<file path="src/hdl/stereo_disparity_ssd_macros.svh">
// ----------------------------------------------------------------------------
// stereo_disparity_ssd_macros
// assertion helpers shared by the stereo disparity block
// ----------------------------------------------------------------------------
`ifndef STEREO_DISPARITY_SSD_MACROS_SVH
`define STEREO_DISPARITY_SSD_MACROS_SVH

// same-cycle implication, quiet during reset
`define SDS_ASSERT_IMPLY(label, clk_s, rst_s, ante, cons, msg) \
    label: assert property (@(posedge clk_s) disable iff (!rst_s) (ante) |-> (cons)) \
        else $error(msg);

// next-cycle implication, quiet during reset
`define SDS_ASSERT_NEXT(label, clk_s, rst_s, ante, cons, msg) \
    label: assert property (@(posedge clk_s) disable iff (!rst_s) (ante) |=> (cons)) \
        else $error(msg);

`endif

</file>
<file path="src/hdl/sds_pkg.sv">
// ----------------------------------------------------------------------------
// sds_pkg
// shared widths, codes and types of the stereo disparity block
// ----------------------------------------------------------------------------
package sds_pkg;

    localparam int PIX_W    = 8;
    localparam int COORD_W  = 9;
    localparam int OFF_W    = 8;
    localparam int COST_W   = 27;
    localparam int RADIUS_W = 3;
    localparam int SIZE_W   = 10;

    // cost reported when no candidate column exists
    localparam logic [COST_W-1:0] NO_MATCH_COST = 27'd99999999;

    // item opcodes
    localparam logic OP_WRITE = 1'b0;
    localparam logic OP_QUERY = 1'b1;

    // configuration register indexes
    typedef enum logic [2:0] {
        REG_RADIUS     = 3'd0,
        REG_MIN_OFFSET = 3'd1,
        REG_MAX_OFFSET = 3'd2,
        REG_WIDTH      = 3'd3,
        REG_HEIGHT     = 3'd4
    } reg_idx_t;

    typedef struct packed {
        logic [RADIUS_W-1:0]      radius;
        logic signed [OFF_W-1:0]  min_offset;
        logic signed [OFF_W-1:0]  max_offset;
        logic [SIZE_W-1:0]        width;
        logic [SIZE_W-1:0]        height;
    } cfg_t;

    localparam cfg_t CFG_RESET = '{
        radius:     3'd1,
        min_offset: -8'sd64,
        max_offset: 8'sd0,
        width:      10'd512,
        height:     10'd512
    };

    // marks that travel with each window pixel
    typedef struct packed {
        logic                    head;    // first pixel of a candidate window
        logic                    tail;    // last pixel of a candidate window
        logic                    done;    // last pixel of the whole query
        logic signed [OFF_W-1:0] offset;  // candidate offset from the query column
    } tag_t;

    // sequencer status toward the top level
    typedef struct packed {
        logic ready;  // idle, takes an item
        logic init;   // clear the running best
        logic load;   // move the best match into the output register
    } seq_stat_t;

endpackage

</file>
<file path="src/hdl/sds_ssd_unit.sv">
// ----------------------------------------------------------------------------
// sds_ssd_unit
// shared squared-difference unit, window accumulator and best-match keeper
// ----------------------------------------------------------------------------
module sds_ssd_unit (
    input  logic                              clk,
    input  logic                              rst_n,
    input  logic                              init,
    input  logic                              in_valid,
    input  logic [sds_pkg::PIX_W-1:0]         left_px,
    input  logic [sds_pkg::PIX_W-1:0]         right_px,
    input  sds_pkg::tag_t                     in_tag,
    output logic [sds_pkg::COST_W-1:0]        best_cost,
    output logic signed [sds_pkg::OFF_W-1:0]  best_off,
    output logic                              fin
);

    localparam int SQ_W = 2 * sds_pkg::PIX_W;

    logic signed [sds_pkg::PIX_W:0]       diff;
    logic signed [2*sds_pkg::PIX_W+1:0]   prod;
    logic [SQ_W-1:0]                      sq_next;
    logic [SQ_W-1:0]                      sq_reg;
    logic                                 sq_valid_reg;
    sds_pkg::tag_t                        sq_tag_reg;

    logic [sds_pkg::COST_W-1:0]           acc_next;
    logic [sds_pkg::COST_W-1:0]           acc_reg;
    logic [sds_pkg::COST_W-1:0]           sum_reg;
    logic                                 sum_valid_reg;
    logic                                 sum_done_reg;
    logic signed [sds_pkg::OFF_W-1:0]     sum_off_reg;

    logic [sds_pkg::COST_W-1:0]           best_reg;
    logic signed [sds_pkg::OFF_W-1:0]     best_off_reg;
    logic                                 fin_reg;

    // squared difference of one pixel pair
    always_comb
    begin
        diff    = $signed({1'b0, left_px}) - $signed({1'b0, right_px});
        prod    = diff * diff;
        sq_next = prod[SQ_W-1:0];
    end

    // window sum restarts on the first pixel of each candidate
    always_comb
    begin
        acc_next = (sq_tag_reg.head ? '0 : acc_reg) + sds_pkg::COST_W'(sq_reg);
    end

    // valid bits of the three stages
    always_ff @(posedge clk or negedge rst_n)
    begin
        if (!rst_n)
        begin
            sq_valid_reg  <= 1'b0;
            sum_valid_reg <= 1'b0;
            fin_reg       <= 1'b0;
        end
        else
        begin
            sq_valid_reg  <= in_valid;
            sum_valid_reg <= sq_valid_reg && sq_tag_reg.tail;
            fin_reg       <= sum_valid_reg && sum_done_reg;
        end
    end

    // datapath
    always_ff @(posedge clk)
    begin
        sq_reg     <= sq_next;
        sq_tag_reg <= in_tag;
        if (sq_valid_reg)
        begin
            acc_reg <= acc_next;
        end
        sum_reg      <= acc_next;
        sum_done_reg <= sq_tag_reg.done;
        sum_off_reg  <= sq_tag_reg.offset;
        // strictly smaller cost wins, so the lowest offset keeps a tie
        if (init)
        begin
            best_reg     <= sds_pkg::NO_MATCH_COST;
            best_off_reg <= '0;
        end
        else if (sum_valid_reg && (sum_reg < best_reg))
        begin
            best_reg     <= sum_reg;
            best_off_reg <= sum_off_reg;
        end
    end

    assign best_cost = best_reg;
    assign best_off  = best_off_reg;
    assign fin       = fin_reg;

endmodule

</file>
<file path="config.mk">
export PLATFORM = sky130hd
export DESIGN_NAME = sds_ssd_unit
export DESIGN_NICKNAME = d
export VERILOG_FILES = /design/src/hdl/stereo_disparity_ssd_macros.svh /design/src/hdl/sds_pkg.sv /design/src/hdl/sds_ssd_unit.sv
export SDC_FILE = /design/constraint.sdc
export NUM_CORES = 1
export LEC_CHECK = 0
export BUFFER_PORTS_ARGS = -buffer_cell sky130_fd_sc_hd__clkbuf_2
export CORE_MARGIN = 2
export CORE_UTILIZATION = 45
export DETAILED_ROUTE_END_ITERATION = 8
export PLACE_DENSITY = 0.62
export SLEW_MARGIN = 20
export SYNTH_ARGS = -nofsm -noshare
export SYNTH_HDL_FRONTEND = slang
export SYNTH_SLANG_ARGS = --single-unit
</file>
<file path="constraint.sdc">
create_clock -name clk -period 4.73 [get_ports clk]
set_input_delay 0.473 -clock clk [delete_from_list [all_inputs] [get_ports clk]]
set_output_delay 0.473 -clock clk [all_outputs]
set_load 0.05 [all_outputs]
</file>
==> results.txt <==
first-pass GRT wire length: 27.12 mm
H-Tree Depth: 4
via count: 5898
final net count: 1148
vias per cell: 4.819
Worst setup SP type: primary input
Tot GR Track Use: 0.1696
gr ovfl total: 0
Die Ht: 138.7 µm
DP Cell Count: 1179
Peak Freq: 184.0 MHz
Final WS setup: -0.7048 ns
Rel. slew slack: 0.3108
Detailed Place HPWL: 11.66 mm
number of flops mapped to enable cells by yosys: 27
worst-margin pin slew: 1.034 ns
die area: 0.01923 mm²
outcome: complete, but fails checks
Syn Nets: 982
slowest CP cell: fa_1
vias in the first global route: 5904
FFs w/ async S/R, synth: 0.02362
wire per inst: 12.62 µm
clock-pin transition on the worst setup and hold timing paths: 0.05 ns
Fin Hold WS: 0.1643 ns
Final Hold Vio Count: 0
drt pass-1 iters: 4
Worst EP arrival: 5.77 ns
Final Util: 0.5865
Core Box Area: 0.01790 mm²
area of the multi-input gates: 0.005226 mm²
Req. time, crit path: 5.06 ns
width of the die: 138.7 µm
WS Path Type: primary input to flop
share of layout cells above drive strength 1: 0.2774
Slew Limit Fails: 0
antenna-violating nets left: 0
Inserted Diodes: 0
min-delay worst type: primary input to flop
Yosys cell types: 72
dpl ws: -1.424 ns
Max Cap Viol: 0
deepest clock path buffer count: 2
predominant post-synthesis flop cell: dfxtp_1
fin crit share: 1.149
DRC: 0
Clock Sinks: 127
initial core utilization: 0.4560
# setup viols final: 7
clk_skew: 0.007491 ns
RSZ-0062 raised after global routing: yes
most frequent CP cell: fa_1
GP Congestion: 0.8263
CP peak stage delay: 0.50 ns
Syn-to-layout area delta: 28.63%
CTS tree: done
violated checks: setup timing
Yosys reg bits: 127
largest net degree at the start of global routing: 71
register area: 0.002828 mm²
# IOs: 67
number of port buffers: 66
initial antenna violation count: 0
Std-Cell Rows: 49
crit path max fanout: 6
CTS Buf Count: 17
Post-Syn Instances: 816
FILL cells: 1524
later-pin clock latency in the skew report: 0.41 ns
syn avg cell area: 10.00 µm²
CP endpoint kind: flop
root buffer cell: clkbuf_16
Seq/Total Area, Yosys: 0.3464
Yosys warning total: 0
fin cells: 1224
Final Critical Period: 5.435 ns
highest-count cells in the layout ignoring fill and taps: inv_1 (97), dfxtp_1 (97), buf_4 (95)
initial drt markers: 215
WL final: 15.45 mm
Synth Cell Area: 0.008163 mm²
==> final timing paths <==
kind,cells after the start,start,slack [ns],endpoint
worst min-delay path,1,in_tag[8],0.16,sq_tag_reg[8]
worst max-delay path,25,left_px[0],-0.70,sq_reg[14]
worst max register to register,9,best_cost[10],1.58,best_cost[4]
worst min register to register,0,sq_tag_reg[6],0.32,sum_off_reg[6]
max in group asynchronous,2,rst_n,4.23,sum_valid_reg
min in group asynchronous,2,rst_n,0.39,fin
==> area by class of cell <==
| cell class | instances | share of cell area |
|---|---|---|
| clock buffers | 19 | 0.04123 |
| clock inverters | 13 | 0.01621 |
| inverters | 111 | 0.04111 |
| multi-input cells | 560 | 0.4977 |
| flip-flops and latches | 127 | 0.2693 |
| well taps | 229 | 0.02729 |
| repair buffers | 165 | 0.1071 |
==> per-layer routing <==
metal	global-route usage	vias up	part of all wire
li1	-	3075	-
met1	0.2284	2719	0.50
met2	0.2814	84	0.47
met3	0.02901	20	0.026
met4	0.05263	0	0.013
met5	0	-	0
==> what timing repair did <==
item	CTS	global route
resized for setup	42	18
buffers inserted	10	2
pin swaps	42	9
setup endpoints to repair	9	9
hold buffers	1	0
hold endpoints to repair	3	0
==> critical path: cells and delay by family <==
kind | cells | cell delay [ns]
AND/OR/NAND/NOR | 5 | 0.80
buffers and inverters | 7 | 0.44
adder cells (fa/ha/maj) | 8 | 3.11
AO/OA/AOI/OAI | 5 | 0.93
==> per-stage QoR <==
step	instance area [µm²]	TNS [ns]
after floorplan	8343	-5.288
after global placement	9522	-8.388
after detailed placement	9522	-8.896
after CTS	10380	-2.573
after global routing	10500	-4.499
final	10500	-2.930
==> cells by family after synthesis <==
kind of cell / share of synthesized area
buffers and inverters: 0.06254
AND/OR/NAND/NOR: 0.1421
flip-flops: 0.3464
adder cells (fa/ha/maj): 0.2529
AO/OA/AOI/OAI: 0.09887
XOR/XNOR: 0.04476
multiplexers: 0.05242
==> Yosys cell counts (all sizes together), types with 3 or more instances <==
library cell	number	area share
o31ai	4	0.0054
or3	6	0.0046
a21o	11	0.010
dfrtp	3	0.0092
ha	85	0.13
buf	5	0.0055
o21bai	4	0.0037
a21oi	26	0.016
dfxtp	97	0.24
o21ai	26	0.016
and2	4	0.0031
nor3	7	0.0043
mux2	4	0.0055
nand2b	40	0.031
nor2b	24	0.018
o211ai	5	0.0046
o21a	7	0.0064
xor2	5	0.0063
a211oi	4	0.0049
inv	110	0.051
nor2	88	0.041
xnor2	35	0.038
mux2i	37	0.047
edfxtp	27	0.099
nand3	14	0.0086
or2	3	0.0023
nand4	8	0.0061
nand2	26	0.012
clkbuf	13	0.0060
fa	50	0.12
Power is left out: the tool's default activity adds up to more than one toggle a clock period on the data nets, which glitch-free logic cannot reach.
