==> src/hdl/stereo_disparity_ssd_macros.svh <==
// ----------------------------------------------------------------------------
// stereo_disparity_ssd_macros
// assertion helpers shared by the stereo disparity block
// ----------------------------------------------------------------------------
`ifndef STEREO_DISPARITY_SSD_MACROS_SVH
`define STEREO_DISPARITY_SSD_MACROS_SVH

// same-cycle implication, quiet during reset
`define SDS_ASSERT_IMPLY(label, clk_s, rst_s, ante, cons, msg) \
    label: assert property (@(posedge clk_s) disable iff (!rst_s) (ante) |-> (cons)) \
        else $error(msg);

// next-cycle implication, quiet during reset
`define SDS_ASSERT_NEXT(label, clk_s, rst_s, ante, cons, msg) \
    label: assert property (@(posedge clk_s) disable iff (!rst_s) (ante) |=> (cons)) \
        else $error(msg);

`endif

==> src/hdl/sds_pkg.sv <==
// ----------------------------------------------------------------------------
// sds_pkg
// shared widths, codes and types of the stereo disparity block
// ----------------------------------------------------------------------------
package sds_pkg;

    localparam int PIX_W    = 8;
    localparam int COORD_W  = 9;
    localparam int OFF_W    = 8;
    localparam int COST_W   = 27;
    localparam int RADIUS_W = 3;
    localparam int SIZE_W   = 10;

    // cost reported when no candidate column exists
    localparam logic [COST_W-1:0] NO_MATCH_COST = 27'd99999999;

    // item opcodes
    localparam logic OP_WRITE = 1'b0;
    localparam logic OP_QUERY = 1'b1;

    // configuration register indexes
    typedef enum logic [2:0] {
        REG_RADIUS     = 3'd0,
        REG_MIN_OFFSET = 3'd1,
        REG_MAX_OFFSET = 3'd2,
        REG_WIDTH      = 3'd3,
        REG_HEIGHT     = 3'd4
    } reg_idx_t;

    typedef struct packed {
        logic [RADIUS_W-1:0]      radius;
        logic signed [OFF_W-1:0]  min_offset;
        logic signed [OFF_W-1:0]  max_offset;
        logic [SIZE_W-1:0]        width;
        logic [SIZE_W-1:0]        height;
    } cfg_t;

    localparam cfg_t CFG_RESET = '{
        radius:     3'd1,
        min_offset: -8'sd64,
        max_offset: 8'sd0,
        width:      10'd512,
        height:     10'd512
    };

    // marks that travel with each window pixel
    typedef struct packed {
        logic                    head;    // first pixel of a candidate window
        logic                    tail;    // last pixel of a candidate window
        logic                    done;    // last pixel of the whole query
        logic signed [OFF_W-1:0] offset;  // candidate offset from the query column
    } tag_t;

    // sequencer status toward the top level
    typedef struct packed {
        logic ready;  // idle, takes an item
        logic init;   // clear the running best
        logic load;   // move the best match into the output register
    } seq_stat_t;

endpackage

==> src/hdl/sds_seq.sv <==
// ----------------------------------------------------------------------------
// sds_seq
// query sequencer: walks candidate columns and window pixels, issues reads
// ----------------------------------------------------------------------------
module sds_seq #(
    parameter int MAX_WIDTH  = 512,
    parameter int MAX_HEIGHT = 512,
    parameter int MAX_RADIUS = 7
) (
    input  logic                                          clk,
    input  logic                                          rst_n,
    input  logic                                          start,
    input  logic [sds_pkg::COORD_W-1:0]                   q_col,
    input  logic [sds_pkg::COORD_W-1:0]                   q_row,
    input  sds_pkg::cfg_t                                 cfg,
    input  logic                                          fin,
    input  logic                                          slot_free,
    output sds_pkg::seq_stat_t                            stat,
    output logic                                          rd_valid,
    output logic [$clog2(MAX_WIDTH*MAX_HEIGHT)-1:0]       rd_addr_l,
    output logic [$clog2(MAX_WIDTH*MAX_HEIGHT)-1:0]       rd_addr_r,
    output sds_pkg::tag_t                                 rd_tag
);

    localparam int CW = $clog2(MAX_WIDTH + 1024) + 1;
    localparam int RS = $clog2(MAX_RADIUS + 1) + 1;
    localparam int XW = $clog2(MAX_WIDTH);
    localparam int YW = $clog2(MAX_HEIGHT);
    localparam int AW = $clog2(MAX_WIDTH * MAX_HEIGHT);

    typedef enum logic [4:0] {
        S_IDLE  = 5'b00001,
        S_SETUP = 5'b00010,
        S_RUN   = 5'b00100,
        S_DRAIN = 5'b01000,
        S_DONE  = 5'b10000
    } state_t;

    state_t                 state_reg, state_next;

    logic signed [CW-1:0]   col_reg, row_reg, wl1_reg, hl1_reg;
    logic signed [CW-1:0]   wl1_next, hl1_next;
    logic signed [RS-1:0]   r_reg, r_next;
    logic signed [CW-1:0]   hi_reg, hi_next;
    logic signed [CW-1:0]   d_reg, d_next;
    logic signed [RS-1:0]   wx_reg, wx_next, wy_reg, wy_next;

    logic signed [CW-1:0]   w_sel, h_sel;
    logic signed [CW-1:0]   lo_raw, hi_raw, hi_lim, neg_r, lo;
    logic                   empty;

    logic signed [CW-1:0]   y_raw, xl_raw, xr_raw;
    sds_pkg::tag_t          tag_now;

    logic                   a_valid_reg;
    logic [YW-1:0]          a_y_reg;
    logic [XW-1:0]          a_xl_reg, a_xr_reg;
    sds_pkg::tag_t          a_tag_reg;

    logic                   b_valid_reg;
    logic [AW-1:0]          b_addr_l_reg, b_addr_r_reg;
    sds_pkg::tag_t          b_tag_reg;

    // clamp a coordinate to [0, lim]
    function automatic logic [CW-1:0] clamp_coord(input logic signed [CW-1:0] v,
                                                 input logic signed [CW-1:0] lim);
        logic [CW-1:0] res;
        if (v < 0)
            res = '0;
        else if (v > lim)
            res = lim;
        else
            res = v;
        return res;
    endfunction

    // frame size and radius saturated to what the stores hold
    always_comb
    begin
        if (cfg.width == '0)
            w_sel = CW'(1);
        else if (int'(cfg.width) > MAX_WIDTH)
            w_sel = CW'(MAX_WIDTH);
        else
            w_sel = CW'(cfg.width);
        if (cfg.height == '0)
            h_sel = CW'(1);
        else if (int'(cfg.height) > MAX_HEIGHT)
            h_sel = CW'(MAX_HEIGHT);
        else
            h_sel = CW'(cfg.height);
        wl1_next = w_sel - CW'(1);
        hl1_next = h_sel - CW'(1);
        r_next   = (int'(cfg.radius) > MAX_RADIUS) ? RS'(MAX_RADIUS) : RS'(cfg.radius);
    end

    // candidate column range
    always_comb
    begin
        lo_raw  = col_reg + CW'(cfg.min_offset);
        hi_raw  = col_reg + CW'(cfg.max_offset);
        neg_r   = -CW'(r_reg);
        hi_lim  = wl1_reg + CW'(r_reg);
        lo      = (lo_raw < neg_r) ? neg_r : lo_raw;
        hi_next = (hi_raw > hi_lim) ? hi_lim : hi_raw;
        empty   = lo > hi_next;
    end

    // current window pixel and its marks
    always_comb
    begin
        y_raw          = row_reg + CW'(wy_reg);
        xl_raw         = col_reg + CW'(wx_reg);
        xr_raw         = d_reg + CW'(wx_reg);
        tag_now.head   = (wx_reg == -r_reg) && (wy_reg == -r_reg);
        tag_now.tail   = (wx_reg == r_reg) && (wy_reg == r_reg);
        tag_now.done   = tag_now.tail && (d_reg == hi_reg);
        tag_now.offset = sds_pkg::OFF_W'(d_reg - col_reg);
    end

    // sequencer and loop counters
    always_comb
    begin
        state_next = state_reg;
        d_next     = d_reg;
        wx_next    = wx_reg;
        wy_next    = wy_reg;
        unique case (state_reg)
            S_IDLE:
            begin
                if (start)
                    state_next = S_SETUP;
            end
            S_SETUP:
            begin
                d_next     = lo;
                wx_next    = -r_reg;
                wy_next    = -r_reg;
                state_next = empty ? S_DONE : S_RUN;
            end
            S_RUN:
            begin
                if (wx_reg == r_reg)
                begin
                    wx_next = -r_reg;
                    if (wy_reg == r_reg)
                    begin
                        wy_next = -r_reg;
                        if (d_reg == hi_reg)
                            state_next = S_DRAIN;
                        else
                            d_next = d_reg + CW'(1);
                    end
                    else
                    begin
                        wy_next = wy_reg + RS'(1);
                    end
                end
                else
                begin
                    wx_next = wx_reg + RS'(1);
                end
            end
            S_DRAIN:
            begin
                if (fin)
                    state_next = S_DONE;
            end
            S_DONE:
            begin
                if (slot_free)
                    state_next = S_IDLE;
            end
            default:
            begin
                state_next = S_IDLE;
            end
        endcase
    end

    // control state
    always_ff @(posedge clk or negedge rst_n)
    begin
        if (!rst_n)
        begin
            state_reg   <= S_IDLE;
            a_valid_reg <= 1'b0;
            b_valid_reg <= 1'b0;
        end
        else
        begin
            state_reg   <= state_next;
            a_valid_reg <= (state_reg == S_RUN);
            b_valid_reg <= a_valid_reg;
        end
    end

    // query registers, counters and read address stages
    always_ff @(posedge clk)
    begin
        if (state_reg == S_IDLE)
        begin
            col_reg <= CW'($signed({1'b0, q_col}));
            row_reg <= CW'($signed({1'b0, q_row}));
            wl1_reg <= wl1_next;
            hl1_reg <= hl1_next;
            r_reg   <= r_next;
        end
        if (state_reg == S_SETUP)
        begin
            hi_reg <= hi_next;
        end
        d_reg  <= d_next;
        wx_reg <= wx_next;
        wy_reg <= wy_next;

        a_y_reg   <= YW'(clamp_coord(y_raw, hl1_reg));
        a_xl_reg  <= XW'(clamp_coord(xl_raw, wl1_reg));
        a_xr_reg  <= XW'(clamp_coord(xr_raw, wl1_reg));
        a_tag_reg <= tag_now;

        b_addr_l_reg <= AW'(a_y_reg) * AW'(MAX_WIDTH) + AW'(a_xl_reg);
        b_addr_r_reg <= AW'(a_y_reg) * AW'(MAX_WIDTH) + AW'(a_xr_reg);
        b_tag_reg    <= a_tag_reg;
    end

    assign stat.ready = (state_reg == S_IDLE);
    assign stat.init  = (state_reg == S_SETUP);
    assign stat.load  = (state_reg == S_DONE) && slot_free;

    assign rd_valid  = b_valid_reg;
    assign rd_addr_l = b_addr_l_reg;
    assign rd_addr_r = b_addr_r_reg;
    assign rd_tag    = b_tag_reg;

endmodule

==> config.mk <==
export PLATFORM = sky130hd
export DESIGN_NAME = sds_seq
export DESIGN_NICKNAME = d
export VERILOG_FILES = /design/src/hdl/stereo_disparity_ssd_macros.svh /design/src/hdl/sds_pkg.sv /design/src/hdl/sds_seq.sv
export SDC_FILE = /design/constraint.sdc
export NUM_CORES = 1
export LEC_CHECK = 0
export BUFFER_PORTS_ARGS = -buffer_cell sky130_fd_sc_hd__buf_2
export CORE_ASPECT_RATIO = 0.6
export CORE_MARGIN = 3
export CORE_UTILIZATION = 38
export CTS_CLUSTER_DIAMETER = 40
export CTS_CLUSTER_SIZE = 25
export DETAILED_ROUTE_END_ITERATION = 6
export GPL_TIMING_DRIVEN = 0
export PLACE_DENSITY = 0.62
export SLEW_MARGIN = 20
export SYNTH_ARGS = -nofsm -noshare
export SYNTH_HDL_FRONTEND = slang
export SYNTH_SLANG_ARGS = --single-unit
==> constraint.sdc <==
create_clock -name clk -period 5.3 [get_ports clk]
set_clock_uncertainty 0.15 [all_clocks]
set_input_delay 1.325 -clock clk [delete_from_list [all_inputs] [get_ports clk]]
set_output_delay 1.325 -clock clk [all_outputs]
set_load 0.02 [all_outputs]
==> results of run 1 <==
[metal layers]
metal,part of all wire [%],vias up
met4,0.72,0
met1,51,4353
li1,-,4499
met5,0,-
met2,40,310
met3,8.6,16
[cell usage after synthesis, types with 15 or more instances]
| cell type | number | area (um^2) |
|---|---|---|
| a211oi_1 | 21 | 158 |
| a21o_1 | 15 | 113 |
| a21oi_1 | 73 | 365 |
| dfxtp_1 | 76 | 1520 |
| edfxtp_1 | 77 | 2310 |
| ha_1 | 137 | 1710 |
| inv_1 | 88 | 330 |
| mux2i_1 | 20 | 200 |
| nand2_1 | 47 | 176 |
| nand3_1 | 44 | 220 |
| nand4_1 | 15 | 93.8 |
| nor2_1 | 72 | 270 |
| nor3_1 | 28 | 140 |
| o211ai_1 | 16 | 120 |
| o21ai_0 | 58 | 290 |
| xnor2_1 | 45 | 394 |
| xor2_1 | 40 | 350 |
[worst max-delay path, stage by stage]
cell and delay [ps]:
buf_6 100, ha_4 150, inv_2 50, fa_2 210, nor2b_2 50, o31a_1 320, o41a_1 360, a21oi_2 200
xnor2_2 130, ha_1 330, nand4_1 130, or3_4 360, o31ai_4 100, o21ai_2 110, a21oi_2 190, buf_6 150
o22ai_1 100, ha_2 180, or4b_4 540, a2111oi_4 210, o21ai_1 140, o22a_1 270, a21boi_2 130, o22ai_1 80
[logic make-up (layout without fill, tap and decap cells)]
kind of cell / Yosys count / count (layout) / share of synthesized area [%]
AO/OA/AOI/OAI: 295 / 295 / 18.4
XOR/XNOR: 85 / 85 / 6.80
adder cells (fa/ha/maj): 144 / 144 / 16.9
buffers and inverters: 112 / 284 / 4.45
flip-flops: 160 / 160 / 36.6
multiplexers: 31 / 31 / 2.96
other: 1 / 4 / 0.0343
AND/OR/NAND/NOR: 292 / 292 / 13.7
[layout make-up]
type | instances | area, um^2 | share of cell area, %
plain buffers | 24 | 164 | 1.25
clock buffers | 17 | 425 | 3.25
clock inverters | 15 | 143 | 1.09
inverters | 88 | 330 | 2.52
multi-input cells | 851 | 6770 | 51.6
flip-flops and latches | 160 | 4010 | 30.6
well taps | 367 | 459 | 3.50
repair buffers | 140 | 806 | 6.15
[how the worst max path moves through the flow]
stage / from / endpoint / slack [ps] / depth (start not counted)
finish: cfg[20] / state_reg[4]$_DFFE_PN0P_ / -430 / 24
global route: cfg[20] / state_reg[4]$_DFFE_PN0P_ / -580 / 25
CTS: cfg[20] / state_reg[4]$_DFFE_PN0P_ / -420 / 24
detailed placement: cfg[28] / state_reg[4]$_DFFE_PN0P_ / -1530 / 23
global placement: cfg[28] / state_reg[4]$_DFFE_PN0P_ / -1530 / 23
floorplan: cfg[28] / state_reg[4]$_DFFE_PN0P_ / -620 / 22
[through the flow]
stage                     setup slack [ps]  hold WS (ps)
after detailed placement             -1530           162
after floorplan                       -617           160
after global routing                  -580           181
final                                 -433           169
after global placement               -1530           161
after CTS                             -419           168
[repair_timing]
| item | in CTS | in global routing |
|---|---|---|
| gates cloned | 0 | 0 |
| pin swaps | 24 | 22 |
| setup endpoints to repair | 3 | 11 |
| gates resized for setup | 25 | 22 |
| setup buffers | 40 | 7 |
==> out/qor.yml, run 1 <==
floorplan:
  initial_core_util_pct: 39.2
  io_pins: 113
  die_area_mm2: 0.0309
  die_h_um: 137
  core_mm2: 0.0279
  die_w_um: 225
  placementRows: 47
placed_design:
  dpl_cell_area_mm2: 0.0121
  dp_hpwl_mm: 24.6
  routabilityCongestion: 0.925
  portBuffers: 111
  dp_cells: 1602
route:
  via_count: 9178
  drtIter0Drc: 882
  viasPerCell: 5.52
  final_antenna_net_count: 0
  drcViolationCount: 0
  avgRoutedWirePerCell_um: 18.6
  finalWirelength_mm: 31.0
  dr.pass1.iters: 5
setup_path:
  r2r_cells: 22
  path_max_fanout: 6
  rrSetupSlack_ps: -180
  critPathArrivalTime_ps: 5920
  timing.rr.start: "col_reg[1]$_DFFE_PP_"
  startpoint_type: "primary input"
  required_ps: 5480
  end_kind: "flop"
  worst-setup-path-type: "in2reg"
  r2r-end: "state_reg[4]$_DFFE_PN0P_"
hold_path:
  worstHoldEndpoint: "rd_tag[3]$_DFF_P_"
  hp-start: "a_tag_reg[3]$_DFF_P_"
  holdPathStages: 0
  hp-class: "reg2reg"
timing:
  fin_ws_ps: -433
  worstMarginPinSlew_ps: 1030
  drv_slew: 0
  period_needed_ps: 5730
  fin_setup_tns_ps: -775
  setup_viol_count_final: 2
  rsz0062_at_grt: "yes"
  timing.fmax_ghz: 0.174
  hold_viol_final: 0
  period_share_pct: 108
  slew_headroom_pct: 30.5
run_status:
  outcome: "finished with violations"
  violations: "negative setup slack"
yosys:
  ys_ff_latch: 160
  ys.flop_type: "edfxtp_1"
  syn_avg_cell_area_um2: 9.77
  seq_area_frac_synth_pct: 36.6
  syn-cell-area_mm2: 0.0109
  ys_types: 83
  yosysWarnings: 0
  synth_edf_count: 77
  synthArstFlopShare_pct: 4.38
  syn_inst: 1120
clock_tree:
  cts_max_path_buffers: 2
  tritoncts: "yes"
  clock_latency_ps: 450
  cts_root_buf: "clkbuf_16"
  cts_buffers: 17
  cts_sinks: 160
  clk_pin_slew_ps: 70
  holdBufCountCts: 0
  cts_htree_levels: 4
global_routing:
  antenna_found_initial: 0
  use_met1_pct: 31.7
  grt_pass1_vias: 8582
  overflow: 0
  grtUsageTotal_pct: 20.4
  grt_use_met2_pct: 27.9
  grt_pass1_wl_mm: 48.2
  grt.busiest_layer: "met1"
  grt_max_degree: 37
  grt_use_met3_pct: 5.56
layout:
  fill_cells: 2634
  stdcell_area_mm2: 0.0131
  final_util_pct: 46.9
  antennaDiodeCount: 0
  areaGrowthSynthToFinish_pct: 19.8
  final_common_cell: "ha_1"
  drive_above_1_share_pct: 21.0
  fin_cells: 1662
  num-nets-final: 1488
  final_cell_mix: "ha_1, buf_2, inv_1, edfxtp_1, dfxtp_1"
  largest_reg_flops: 17
run:
  cap_viol_max_count: 0
Power of run 1 is not shown: default switching activity piles up to over one toggle a cycle in this logic, so the estimate is an artifact.
==> inputs of run 2 (changes only) <==
--- a/config.mk
+++ b/config.mk
@@ -13,7 +13,7 @@
 export CTS_CLUSTER_SIZE = 25
 export DETAILED_ROUTE_END_ITERATION = 6
 export GPL_TIMING_DRIVEN = 0
-export PLACE_DENSITY = 0.62
+export PLACE_DENSITY_LB_ADDON = 0.3
 export SLEW_MARGIN = 20
 export SYNTH_ARGS = -nofsm -noshare
 export SYNTH_HDL_FRONTEND = slang
==> run 2 against run 1 <==
- utilization rose by 0.090 points
- largest cell class unchanged
- first-iteration DRC count is 13% higher
- critical endpoint unchanged
- non-clock buffer count is 2 higher
- via count up 1.0%
- maximum frequency decreased by 0.27%
- worst setup slack lost 15 ps
- the run still ends with negative setup slack left
- critical path depth down 2
- routed wire length grew 0.99%
==> out/qor.yml, run 2 (synthesized netlist as in run 1, its figures left out) <==
layout:
  antennaDiodeCount: 0
  final_common_cell: "ha_1"
  areaGrowthSynthToFinish_pct: 20.0
  final_cell_mix: "ha_1, buf_2, inv_1, edfxtp_1, dfxtp_1"
  largest_reg_flops: 17
  drive_above_1_share_pct: 20.8
  final_util_pct: 47.0
  stdcell_area_mm2: 0.0131
  num-nets-final: 1490
clock_tree:
  cts_max_path_buffers: 2
  clk_pin_slew_ps: 70
  cts_sinks: 160
  holdBufCountCts: 0
  clock_latency_ps: 460
  cts_buffers: 17
  cts_root_buf: "clkbuf_16"
  cts_htree_levels: 4
  tritoncts: "yes"
run_status:
  violations: "negative setup slack"
  outcome: "finished with violations"
floorplan:
  io_pins: 113
  die_h_um: 137
  initial_core_util_pct: 39.2
  die_w_um: 225
  placementRows: 47
  core_mm2: 0.0279
  die_area_mm2: 0.0309
timing:
  drv_slew: 0
  period_share_pct: 108
  worstMarginPinSlew_ps: 931
  timing.fmax_ghz: 0.174
  period_needed_ps: 5750
  rsz0062_at_grt: "yes"
  setup_viol_count_final: 2
  fin_ws_ps: -449
  hold_viol_final: 0
  slew_headroom_pct: 37.3
route:
  drcViolationCount: 0
  avgRoutedWirePerCell_um: 18.8
  final_antenna_net_count: 0
  viasPerCell: 5.57
  drtIter0Drc: 997
  finalWirelength_mm: 31.3
  via_count: 9271
  dr.pass1.iters: 5
hold_path:
  hp-start: "a_y_reg[5]$_SDFF_PN0_"
  holdPathStages: 0
  worstHoldEndpoint: "rd_addr_r[14]$_DFF_P_"
  hp-class: "reg2reg"
global_routing:
  grt_max_degree: 36
  grt_pass1_vias: 8767
  grt_pass1_wl_mm: 48.8
  overflow: 0
  antenna_found_initial: 0
  grtUsageTotal_pct: 20.6
setup_path:
  crit_buf_inv: 2
  required_ps: 5480
  slowest_stage: "o311ai_1"
  path_max_fanout: 8
  startpoint_type: "primary input"
  critPathArrivalTime_ps: 5930
  crit_chain: "buf_8 -> ha_4 -> inv_2 -> fa_2 -> nor2b_2 -> o31a_1 -> o41a_1 -> a21oi_2 -> xnor2_2 -> ha_4 -> nand4_1 -> or3_4 -> o31ai_4 -> nor3_1 -> o21a_4 -> o311ai_1 -> ha_1 -> nand3_1 -> o311a_1 -> o22a_1 -> a21boi_2 -> o22ai_1"
  rrSetupSlack_ps: -240
  timing.rr.start: "col_reg[1]$_DFFE_PP_"
  end_kind: "flop"
  r2r_cells: 22
  crit_family: "compound AO/OA/AOI/OAI gates"
  crit_top_cell: "ha_4"
  cpPeakStageDelay_ps: 670
  r2r-end: "state_reg[4]$_DFFE_PN0P_"
  worst-setup-path-type: "in2reg"
placed_design:
  dpl_cell_area_mm2: 0.0121
  routabilityCongestion: 0.927
  dp_hpwl_mm: 24.6
  portBuffers: 111
  pre_cts_slack_ps: -1560
run:
  cap_viol_max_count: 0
==> run 2: cell count changes in the layout (fill, tap and decap cells not counted), sizes merged <==
cell	change
clkinvlp	-4
inv	-2
clkinv	+4
bufinv	+2
buf	+2
==> run 2: worst max path at each step <==
| stage | depth (start not counted) | slack, ps | to | startpoint |
|---|---|---|---|---|
| after floorplan | 22 | -620 | state_reg[4]$_DFFE_PN0P_ | cfg[28] |
| after global placement | 23 | -1490 | state_reg[4]$_DFFE_PN0P_ | cfg[28] |
| after global routing | 25 | -620 | state_reg[4]$_DFFE_PN0P_ | cfg[20] |
| final | 22 | -450 | state_reg[4]$_DFFE_PN0P_ | cfg[20] |
| after CTS | 23 | -460 | state_reg[4]$_DFFE_PN0P_ | cfg[20] |
| after detailed placement | 23 | -1560 | state_reg[4]$_DFFE_PN0P_ | cfg[28] |
==> run 2: final cells by class <==
class                      count  area, um^2
fill                        2593       14800
clock inverter                15         175
sequential                   160        4010
timing repair buffer         142         821
buffer                        24         164
multi-input combinational    851        6750
tap                          367         459
inverter                      88         330
clock buffer                  17         425
==> run 2: layer usage <==
metal	GRT usage, %	share of wire, %	vias up
met5	0	0	-
met4	4.48	0.88	0
met3	5.17	8.9	24
met2	28.3	40	342
met1	32.0	50	4416
li1	-	-	4489
==> run 2: repair_timing <==
item                                    4_1_cts  5_1_grt
endpoints found under the setup margin        2       11
resized for setup                            23       24
pin swaps                                    22       18
buffers inserted                             16       14
==> run 2: per-stage QoR <==
step	hold WS, ps	setup TNS [ps]	std cells
after floorplan	160	-1120	1123
after global placement	161	-3180	1601
after detailed placement	162	-3370	1602
after CTS	175	-770	1650
after global routing	182	-1110	1664
final	172	-788	1664
Power of run 2 is left out for the same reason.
==> inputs of run 3 (changes only) <==
--- a/config.mk
+++ b/config.mk
@@ -14,6 +14,7 @@
 export DETAILED_ROUTE_END_ITERATION = 6
 export GPL_TIMING_DRIVEN = 0
 export PLACE_DENSITY_LB_ADDON = 0.3
+export SETUP_SLACK_MARGIN = 0.2
 export SLEW_MARGIN = 20
 export SYNTH_ARGS = -nofsm -noshare
 export SYNTH_HDL_FRONTEND = slang
==> run 3 against run 2 <==
- the flow still finishes with violations (negative setup slack)
- non-clock buffer count up 2
- maximum frequency barely moved
- routed wire length is essentially flat
- utilization grew 0.14 points
- sequential share of layout area shrank 0.090 points
- critical endpoint unchanged
==> out/qor.yml, run 3 (synthesized netlist as in run 1, its figures left out) <==
run_status:
  outcome: "finished with violations"
  violations: "negative setup slack"
layout:
  regArea_mm2: 0.00401
  stdcell_area_mm2: 0.0132
  antennaDiodeCount: 0
  drive_above_1_share_pct: 21.1
  areaGrowthSynthToFinish_pct: 20.4
  fill_cells: 2590
  final_cell_mix: "ha_1, buf_2, inv_1, edfxtp_1, dfxtp_1"
  fin_cells: 1666
  multi_input_area_mm2: 0.00677
  largest_reg_flops: 17
  final_common_cell: "ha_1"
  num-nets-final: 1492
timing:
  fin_ws_ps: -453
  period_needed_ps: 5750
  timing.fmax_ghz: 0.174
  worstMarginPinSlew_ps: 933
  drv_slew: 0
  slew_headroom_pct: 37.2
  rsz0062_at_grt: "yes"
  hold_viol_final: 0
  setup_viol_count_final: 2
  whs_ps: 169
  period_share_pct: 109
placed_design:
  dp_hpwl_mm: 24.6
  dp_cells: 1602
  dpl_cell_area_mm2: 0.0121
  routabilityCongestion: 0.927
  portBuffers: 111
  pre_cts_slack_ps: -1560
global_routing:
  overflow: 0
  grt_pass1_vias: 8766
  grtUsageTotal_pct: 20.6
  grt_max_degree: 36
  grt_pass1_wl_mm: 48.8
  antenna_found_initial: 0
route:
  drtIter0Drc: 977
  drcViolationCount: 0
  viasPerCell: 5.57
  avgRoutedWirePerCell_um: 18.8
  via_count: 9284
  finalWirelength_mm: 31.3
  dr.pass1.iters: 6
  final_antenna_net_count: 0
clock_tree:
  cts_sinks: 160
  cts_htree_levels: 4
  clock_latency_ps: 460
  clk_pin_slew_ps: 70
  cts_max_path_buffers: 2
  tritoncts: "yes"
  holdBufCountCts: 0
  cts_buffers: 17
  cts_root_buf: "clkbuf_16"
setup_path:
  path_max_fanout: 6
  startpoint_type: "primary input"
  required_ps: 5480
  end_kind: "flop"
  worst-setup-path-type: "in2reg"
  critPathArrivalTime_ps: 5940
hold_path:
  hp-class: "reg2reg"
floorplan:
  io_pins: 113
  die_area_mm2: 0.0309
  placementRows: 47
  die_h_um: 137
  die_w_um: 225
  initial_core_util_pct: 39.2
  core_mm2: 0.0279
run:
  cap_viol_max_count: 0
==> run 3: worst max-delay path, cell delays in order <==
cell and delay (ps):
buf_8 100, ha_4 150, inv_2 50, fa_2 210, nor2b_2 50, o31a_1 310, o41a_1 360, a21oi_2 200
xnor2_2 150, ha_4 300, nand4_1 110, or3_4 350, o31ai_4 100, o21ai_1 140, a21oi_2 210, buf_6 160
o32ai_4 90, ha_2 200, or4b_4 520, a2111oi_4 220, o21ai_1 150, o22a_1 250, a21boi_2 130, o22ai_1 80
==> run 3: final cells by class <==
| cell class | instances | share of cell area (%) |
|---|---|---|
| multi-input cells | 851 | 51.4 |
| clock buffers | 17 | 3.23 |
| well taps | 367 | 3.49 |
| clock inverters | 15 | 1.33 |
| repair buffers | 144 | 6.35 |
| plain buffers | 24 | 1.24 |
| flip-flops and latches | 160 | 30.4 |
| inverters | 88 | 2.51 |
==> run 3: final timing paths <==
path | startpoint | cells past startpoint | endpoint | slack, ps
max | cfg[20] | 24 | state_reg[4]$_DFFE_PN0P_ | -450
min | a_y_reg[5]$_SDFF_PN0_ | 0 | rd_addr_r[14]$_DFF_P_ | 170
max reg2reg | col_reg[1]$_DFFE_PP_ | 22 | state_reg[4]$_DFFE_PN0P_ | -200
min reg2reg | a_y_reg[5]$_SDFF_PN0_ | 0 | rd_addr_r[14]$_DFF_P_ | 170
max in group asynchronous | rst_n | 1 | state_reg[0]$_DFFE_PN1P_ | 4220
min in group asynchronous | rst_n | 1 | state_reg[3]$_DFFE_PN0P_ | 550
==> run 3: metrics by stage <==
step / util (%) / TNS (ps)
floorplan: - / -1120
CTS: 46.3 / -770
detailed placement: 43.3 / -3370
global route: 47.1 / -1110
finish: 47.1 / -797
global placement: 43.2 / -3180
==> run 3: repair_timing <==
item,4_1_cts,5_1_grt
pin swaps,22,18
buffers inserted,16,16
endpoints found under the hold margin,0,0
endpoints found under the setup margin,11,14
gates resized for setup,24,26
==> run 3: routing by layer <==
layer / global-route usage, % / vias to the layer above / routed length, um
met4: 4.48 / 0 / 302
met3: 5.17 / 28 / 2630
li1: - / 4493 / -
met2: 28.3 / 328 / 12500
met5: 0 / - / 0
met1: 32.0 / 4435 / 15800
Power of run 3 is left out for the same reason.
